$ cat config.mk
export PLATFORM = sky130hd
export DESIGN_NAME = fec_parity_dsss_symbol_framer
export DESIGN_NICKNAME = d
export VERILOG_FILES = /design/src/fpdsf_pkg.sv /design/src/fpdsf_front.sv /design/src/fpdsf_queue.sv /design/src/fpdsf_serializer.sv /design/src/fec_parity_dsss_symbol_framer.sv
export SDC_FILE = /design/constraint.sdc
export NUM_CORES = 1
export LEC_CHECK = 0
export ABC_AREA = 0
export ABC_CLOCK_PERIOD_IN_PS = 6830
export BUFFER_PORTS_ARGS = -buffer_cell sky130_fd_sc_hd__buf_4
export CORE_MARGIN = 5
export CORE_UTILIZATION = 50
export DETAILED_ROUTE_END_ITERATION = 12
export PLACE_DENSITY = 0.75
export REMOVE_ABC_BUFFERS = 1
export SLEW_MARGIN = 20
export SYNTH_ARGS = -nofsm -noshare
export SYNTH_HDL_FRONTEND = slang
export SYNTH_SLANG_ARGS = --single-unit
$ cat constraint.sdc
create_clock -name i_clk -period 6.83 [get_ports i_clk]
set_clock_uncertainty 0.1 [all_clocks]
set_input_delay 1.366 -clock i_clk [delete_from_list [all_inputs] [get_ports i_clk]]
set_output_delay 1.366 -clock i_clk [all_outputs]
set_load 0.01 [all_outputs]
$ cat src/fpdsf_pkg.sv
// Package for the FEC parity DSSS symbol framer.
// Holds the frame layout constants, the parity function and the structs
// passed between the front end, the frame queue and the symbol serializer.
package fpdsf_pkg;

    // Frame layout.
    localparam int unsigned FRAME_LEN = 30;
    localparam int unsigned DATA_W    = 8;
    localparam int unsigned IDX_W     = 5;
    localparam int unsigned AMBLE_W   = 7;

    localparam logic [IDX_W-1:0] LAST_IDX  = IDX_W'(FRAME_LEN - 1);
    localparam logic [IDX_W-1:0] FIRST_IDX = '0;

    localparam logic [AMBLE_W-1:0] PREAMBLE  = 7'b1110010;
    localparam logic [AMBLE_W-1:0] POSTAMBLE = 7'b1011000;

    // Parity masks of the (16,8,5) code, entry k feeds parity bit k.
    localparam logic [DATA_W-1:0] PARITY_MASK [DATA_W] = '{
        8'h39, 8'hDD, 8'hF1, 8'hE2, 8'h8F, 8'h1E, 8'h77, 8'hA5
    };

    typedef logic [FRAME_LEN-1:0] t_frame;

    // One frame word pushed from the front end into the queue.
    typedef struct packed {
        logic   valid;
        t_frame frame;
    } t_frame_push;

    // Head of the queue as seen by the serializer.
    typedef struct packed {
        logic   valid;
        t_frame frame;
    } t_frame_head;

    // Even parity of the data bits that each mask selects.
    function automatic logic [DATA_W-1:0] block_parity(input logic [DATA_W-1:0] d);
        logic [DATA_W-1:0] p;
        p = '0;
        for (int k = 0; k < int'(DATA_W); k++) begin
            p[k] = ^(d & PARITY_MASK[k]);
        end
        return p;
    endfunction

    // Whole frame word, symbol 0 in the top bit.
    function automatic t_frame build_frame(input logic [DATA_W-1:0] d);
        return {PREAMBLE, block_parity(d), d, POSTAMBLE};
    endfunction

endpackage

$ cat src/fpdsf_front.sv
// Front end of the framer: accepts data bytes and turns each into a frame word.
// Depends on fpdsf_pkg for the parity function and the push struct.
module fpdsf_front (
    input  logic                       i_tvalid,
    input  logic [fpdsf_pkg::DATA_W-1:0] i_tdata,
    output logic                       o_tready,
    output fpdsf_pkg::t_frame_push     o_push,
    input  logic                       i_push_ready
);

    // A byte is taken whenever the queue has room for its frame.
    assign o_tready     = i_push_ready;
    assign o_push.valid = i_tvalid;

    // Parity and frame assembly in one step.
    assign o_push.frame = fpdsf_pkg::build_frame(i_tdata);

endmodule

$ cat src/fpdsf_queue.sv
// Short queue of frame words between the front end and the serializer.
// Depends on fpdsf_pkg for the frame word and the struct types.
module fpdsf_queue #(
    parameter int unsigned DEPTH = 2
) (
    input  logic                   i_clk,
    input  logic                   i_rst_n,
    input  fpdsf_pkg::t_frame_push i_push,
    output logic                   o_push_ready,
    output fpdsf_pkg::t_frame_head o_head,
    input  logic                   i_pop
);

    localparam int unsigned PTR_W = $clog2(DEPTH);
    localparam int unsigned CNT_W = $clog2(DEPTH + 1);

    fpdsf_pkg::t_frame r_mem [DEPTH];
    logic [PTR_W-1:0]  r_wr_ptr, n_wr_ptr;
    logic [PTR_W-1:0]  r_rd_ptr, n_rd_ptr;
    logic [CNT_W-1:0]  r_count, n_count;
    logic              w_push, w_pop;

    assign o_push_ready = (r_count != CNT_W'(DEPTH));
    assign w_push       = i_push.valid && o_push_ready;
    assign w_pop        = i_pop && (r_count != '0);

    assign o_head.valid = (r_count != '0);
    assign o_head.frame = r_mem[r_rd_ptr];

    // Pointer and fill count update.
    always_comb begin
        n_wr_ptr = r_wr_ptr;
        n_rd_ptr = r_rd_ptr;
        n_count  = r_count;
        if (w_push) begin
            n_wr_ptr = (r_wr_ptr == PTR_W'(DEPTH - 1)) ? '0 : r_wr_ptr + 1'b1;
        end
        if (w_pop) begin
            n_rd_ptr = (r_rd_ptr == PTR_W'(DEPTH - 1)) ? '0 : r_rd_ptr + 1'b1;
        end
        if (w_push && !w_pop) begin
            n_count = r_count + 1'b1;
        end else if (w_pop && !w_push) begin
            n_count = r_count - 1'b1;
        end
    end

    always_ff @(posedge i_clk) begin
        if (!i_rst_n) begin
            r_wr_ptr <= '0;
            r_rd_ptr <= '0;
            r_count  <= '0;
        end else begin
            r_wr_ptr <= n_wr_ptr;
            r_rd_ptr <= n_rd_ptr;
            r_count  <= n_count;
        end
    end

    // Frame storage needs no reset.
    always_ff @(posedge i_clk) begin
        if (w_push) begin
            r_mem[r_wr_ptr] <= i_push.frame;
        end
    end

endmodule

$ cat src/fpdsf_serializer.sv
// Back end of the framer: shifts each frame word out one symbol per transfer.
// Depends on fpdsf_pkg for the frame layout and the queue head struct.
module fpdsf_serializer (
    input  logic                         i_clk,
    input  logic                         i_rst_n,
    input  fpdsf_pkg::t_frame_head       i_head,
    output logic                         o_pop,
    output logic                         o_tvalid,
    input  logic                         i_tready,
    output logic                         o_code_select,
    output logic [fpdsf_pkg::IDX_W-1:0]  o_symbol_index,
    output logic                         o_tlast
);

    logic                        r_busy, n_busy;
    fpdsf_pkg::t_frame           r_frame, n_frame;
    logic [fpdsf_pkg::IDX_W-1:0] r_idx, n_idx;
    logic                        w_xfer, w_done, w_load;

    assign w_xfer = r_busy && i_tready;
    assign w_done = w_xfer && (r_idx == fpdsf_pkg::LAST_IDX);
    // The next frame is taken as the current one finishes, with no gap.
    assign w_load = i_head.valid && (!r_busy || w_done);
    assign o_pop  = w_load;

    assign o_tvalid       = r_busy;
    assign o_code_select  = r_frame[fpdsf_pkg::FRAME_LEN-1];
    assign o_symbol_index = r_idx;
    assign o_tlast        = (r_idx == fpdsf_pkg::LAST_IDX);

    // Load, shift or go idle.
    always_comb begin
        n_busy  = r_busy;
        n_frame = r_frame;
        n_idx   = r_idx;
        if (w_load) begin
            n_busy  = 1'b1;
            n_frame = i_head.frame;
            n_idx   = fpdsf_pkg::FIRST_IDX;
        end else if (w_done) begin
            n_busy = 1'b0;
        end else if (w_xfer) begin
            n_frame = {r_frame[fpdsf_pkg::FRAME_LEN-2:0], 1'b0};
            n_idx   = r_idx + 1'b1;
        end
    end

    always_ff @(posedge i_clk) begin
        if (!i_rst_n) begin
            r_busy <= 1'b0;
            r_idx  <= fpdsf_pkg::FIRST_IDX;
        end else begin
            r_busy <= n_busy;
            r_idx  <= n_idx;
        end
    end

    // The frame shift register is payload only.
    always_ff @(posedge i_clk) begin
        r_frame <= n_frame;
    end

endmodule

$ cat src/fec_parity_dsss_symbol_framer.sv
// A byte's frame word is written into the queue, then loaded into the serializer, before
// its first symbol is offered. The serializer gives one symbol per cycle while m_axis_tready
// is high, thirty symbols per byte, and moves straight on to the next frame when the queue holds one.
// The queue takes QUEUE_DEPTH bytes ahead of the serializer, so input keeps flowing until it is full.
// Reset (synchronous, active low) empties the queue and idles the serializer at once.
// Top level of the FEC parity DSSS symbol framer; uses fpdsf_pkg and all fpdsf modules.
module fec_parity_dsss_symbol_framer #(
    parameter int unsigned QUEUE_DEPTH = 2
) (
    input  logic       i_clk,
    input  logic       i_rst_n,
    input  logic       s_axis_tvalid,
    output logic       s_axis_tready,
    input  logic [7:0] s_axis_tdata,   // [7:0] data_byte
    output logic       m_axis_tvalid,
    input  logic       m_axis_tready,
    output logic [7:0] m_axis_tdata,   // [0] code_select, [5:1] symbol_index, [7:6] zero
    output logic       m_axis_tlast    // last_symbol
);

    fpdsf_pkg::t_frame_push      w_push;
    fpdsf_pkg::t_frame_head      w_head;
    logic                        w_push_ready;
    logic                        w_pop;
    logic                        w_code_select;
    logic [fpdsf_pkg::IDX_W-1:0] w_symbol_index;

    // Byte intake and frame assembly.
    fpdsf_front u_front (
        .i_tvalid     (s_axis_tvalid),
        .i_tdata      (s_axis_tdata),
        .o_tready     (s_axis_tready),
        .o_push       (w_push),
        .i_push_ready (w_push_ready)
    );

    // Frame words waiting for the serializer.
    fpdsf_queue #(
        .DEPTH (QUEUE_DEPTH)
    ) u_queue (
        .i_clk        (i_clk),
        .i_rst_n      (i_rst_n),
        .i_push       (w_push),
        .o_push_ready (w_push_ready),
        .o_head       (w_head),
        .i_pop        (w_pop)
    );

    // Symbol output.
    fpdsf_serializer u_serializer (
        .i_clk          (i_clk),
        .i_rst_n        (i_rst_n),
        .i_head         (w_head),
        .o_pop          (w_pop),
        .o_tvalid       (m_axis_tvalid),
        .i_tready       (m_axis_tready),
        .o_code_select  (w_code_select),
        .o_symbol_index (w_symbol_index),
        .o_tlast        (m_axis_tlast)
    );

    assign m_axis_tdata = {2'b00, w_symbol_index, w_code_select};

`ifndef SYNTHESIS
    // A finished frame with another queued is followed at once by symbol 0.
    a_frame_chain: assert property (@(posedge i_clk) disable iff (!i_rst_n)
        m_axis_tvalid && m_axis_tready && m_axis_tlast && w_head.valid
        |=> m_axis_tvalid && (w_symbol_index == fpdsf_pkg::FIRST_IDX))
        else $error("next queued frame did not start after last symbol");

    // Every symbol transfer other than the last advances the index by one.
    a_index_step: assert property (@(posedge i_clk) disable iff (!i_rst_n)
        m_axis_tvalid && m_axis_tready && !m_axis_tlast
        |=> m_axis_tvalid && (w_symbol_index == $past(w_symbol_index) + 1'b1))
        else $error("symbol index did not advance");

    // The serializer only pops a frame the queue actually holds.
    a_pop_valid: assert property (@(posedge i_clk) disable iff (!i_rst_n)
        w_pop |-> w_head.valid)
        else $error("pop from empty frame queue");

    // Input is held off only while the queue is full and the serializer is busy.
    a_ready_full: assert property (@(posedge i_clk) disable iff (!i_rst_n)
        !s_axis_tready |-> m_axis_tvalid && w_head.valid)
        else $error("input stalled with room downstream");
`endif

endmodule

==> flow_summary.ini <==
[global_route]
grt_antenna_before_repair = 0
grt_pass1_wl_microns = 8224
first_global_vias = 1686
grt_max_degree = 32
track_usage = 0.1471
grt.overflow.total = 0

[placed_design]
dpl_cell_area_sq_um = 3288
post-place-cells = 290
place_hpwl_microns = 3221
gp_congestion = 0.7935
io_buffers = 20

[synthesis]
ys_types = 39
syn_area_per_cell_sq_um = 15.24
synth_compound_area_frac = 0.04226
synth_area_leaders = edfxtp_1 58%, mux2_2 8.0%, dfxtp_1 7.2%
synthSimpleGateAreaFrac = 0.08127
synth_top_cell_by_area = edfxtp_1
ys_seq_area_frac = 0.6469
synth_adder_area_share = 0.008127
mappedNetlistArea_sq_um = 3079
synth-xor-area-share = 0.05689
synth.top_cell.area_share = 0.5754
synthMuxAreaShare = 0.1337
synth_seq_cells = 70
ys_warn_count = 0
synth_top_family_by_area = multiplexers
synthesis.instances = 202

[timing]
rsz0062_at_grt = no
worstMarginPinSlew_ns = 0.7658
period_minus_slack_ns = 2.874
setup_viol = 0
setup_tns_ns = 0
relSlewSlack = 0.4888
fmax_mhz = 348.0
period_share = 0.4207
hold_viol_final = 0
drv_slew = 0

[cells_and_area]
final_cells = 306
diodes = 0
syn_to_final_growth_pct = 12.35
layout.nets = 240
nFillCells = 502
final_cell_area_sq_um = 3460
final_layout_size_suffix_gt1_frac = 0.3030

[critical_path]
worstSetupPathType = register to output port
cp_max_fo = 7
worstPathCellList = ha_1 > nand4_2 > inv_1 > buf_4
worstPathRequired_ns = 5.36
cp_slowest_cell = dfxtp_1
critical_path.max_stage_delay_ns = 0.43
startpoint_type = register
crit_arrival_ns = 1.41
endpoint_kind = output port

[die]
chipWidth_microns = 88.48
initial_core_util = 0.5170
fp.dieArea_sq_um = 7828
core-area_sq_um = 5956
die_h_microns = 88.48
num_rows = 28
num_io_pins = 23

[detailed_routing]
wl_per_cell_microns = 15.74
vias = 1613
dr.pass1.iters = 4
dr.first_iter.drc_count = 129
wl_microns = 4816
route.detailed.drc = 0
ant_nets = 0
via_per_inst = 5.271

[cts]
cts_sinks = 70
post_cts_buffers = 0
cts_tree = done
cts_made_buffers = 9
hold_buffers = 0
htree_levels = 3
clk_pin_slew_ns = 0.07
cts_resized = 0
clock_latency_ns = 0.34
clockBufferDepth = 2
clockRootBuffer = clkbuf_8

[power]
power_density_nw_per_um2 = 407.6
p_total_mw = 1.410
leakage_nw = 1.223
ir_drop_uv = 265.1

[outcome]
run_status = finished clean

[min_path]
min_path_type = register to register

[flow_run]
drv_cap = 0
==> kinds of logic (layout without fill, tap and decap cells) <==
kind of cell | Yosys count | count (layout)
fa+ha+maj | 2 | 2
buf+inv | 16 | 44
xor+xnor | 20 | 20
flops | 70 | 70
mux | 37 | 37
compound gates | 16 | 16
other cells | 1 | 2
simple gates | 40 | 40
==> sequential cells by signal, summed over array words and instances, names as in the netlist, named ones only <==
register and cells:
u_serializer.r_frame 27, u_queue.r_count 2, u_queue.r_mem 32, u_serializer.o_tvalid 1
u_queue.r_rd_ptr 1, u_serializer.o_symbol_index 5, u_queue.r_wr_ptr 1
==> layout by cell type (no fill, tap or decap), types with 3 or more instances in the layout <==
cell type	n
o221ai_1	3
or4b_2	3
clkbuf_8	11
nand2_1	6
dfxtp_1	11
xor2_1	8
nand2b_1	3
mux2_1	11
inv_1	5
mux2_2	22
buf_4	23
xnor2_1	12
mux2i_1	4
o21a_1	3
or2_2	6
and3_1	3
clkbuf_1	4
edfxtp_1	59
nor2b_1	6
nand3_1	4
==> cell usage after synthesis, drive strengths merged <==
cell,instances
a211oi,1
a21boi,1
a21oi,1
and2b,1
and3,3
and3b,1
buf,7
clkbuf,4
conb,1
dfxtp,11
edfxtp,59
ha,2
inv,5
mux2,33
mux2i,4
nand2,6
nand2b,3
nand3,4
nand4,3
nor2,1
nor2b,6
nor3,1
nor3b,2
o211ai,2
o21a,3
o21ai,2
o221ai,3
o22ai,1
o2bb2ai,1
o32ai,1
or2,6
or4b,3
xnor2,12
xor2,8
==> layout make-up <==
cell class,count,area [sq um],share of cell area
Timing Repair Buffer,23,172.7,0.04991
Multi-Input combinational cell,117,1011,0.2922
Sequential cell,70,1992,0.5758
Inverter,5,18.77,0.005425
Tap cell,75,93.84,0.02712
Clock buffer,15,166.4,0.04810
Clock inverter,1,5.005,0.001447
==> per-layer routing <==
| metal | wire length, microns | part of all wire | up-vias | GRT usage |
|---|---|---|---|---|
| li1 | - | - | 790 | - |
| met1 | 2174 | 0.45 | 796 | 0.1803 |
| met4 | 42 | 0.0087 | 0 | 0.05357 |
| met5 | 0 | 0 | - | 0 |
| met3 | 174 | 0.036 | 4 | 0.06145 |
| met2 | 2425 | 0.50 | 23 | 0.2345 |
==> per-stage QoR <==
stage | utilization | hold slack (ns) | worst slack [ns]
CTS | 0.5809 | 0.3855 | 3.927
floorplan | - | 0.3516 | 3.330
global route | 0.5809 | 0.4152 | 3.838
detailed placement | 0.5521 | 0.3757 | 3.813
global placement | 0.5521 | 0.3612 | 3.853
finish | 0.5809 | 0.3824 | 3.956
==> critical path, delay by kind of cell, from the launching register on <==
kind / cells / cell delay (ns)
simple gates: 1 / 0.22
fa+ha+maj: 1 / 0.20
flops: 1 / 0.43
buf+inv: 2 / 0.23
==> path summary, 6_finish.rpt <==
path                                   from                      end  slack [ns]  cells after the start
max          u_serializer.o_symbol_index[0]             m_axis_tlast        3.96                      4
min                        u_queue.r_rd_ptr                 register        0.38                      2
max reg2reg  u_serializer.o_symbol_index[0]  u_serializer.r_frame[8]        4.61                      5
min reg2reg                u_queue.r_rd_ptr                 register        0.38                      2
==> power breakdown <==
group	internal [mW]	switching, mW
Sequential	0.666	0.0646
Combinational	0.196	0.196
Clock	0.152	0.136
Total	1.01	0.396
Power figures use the tool's default switching activity.
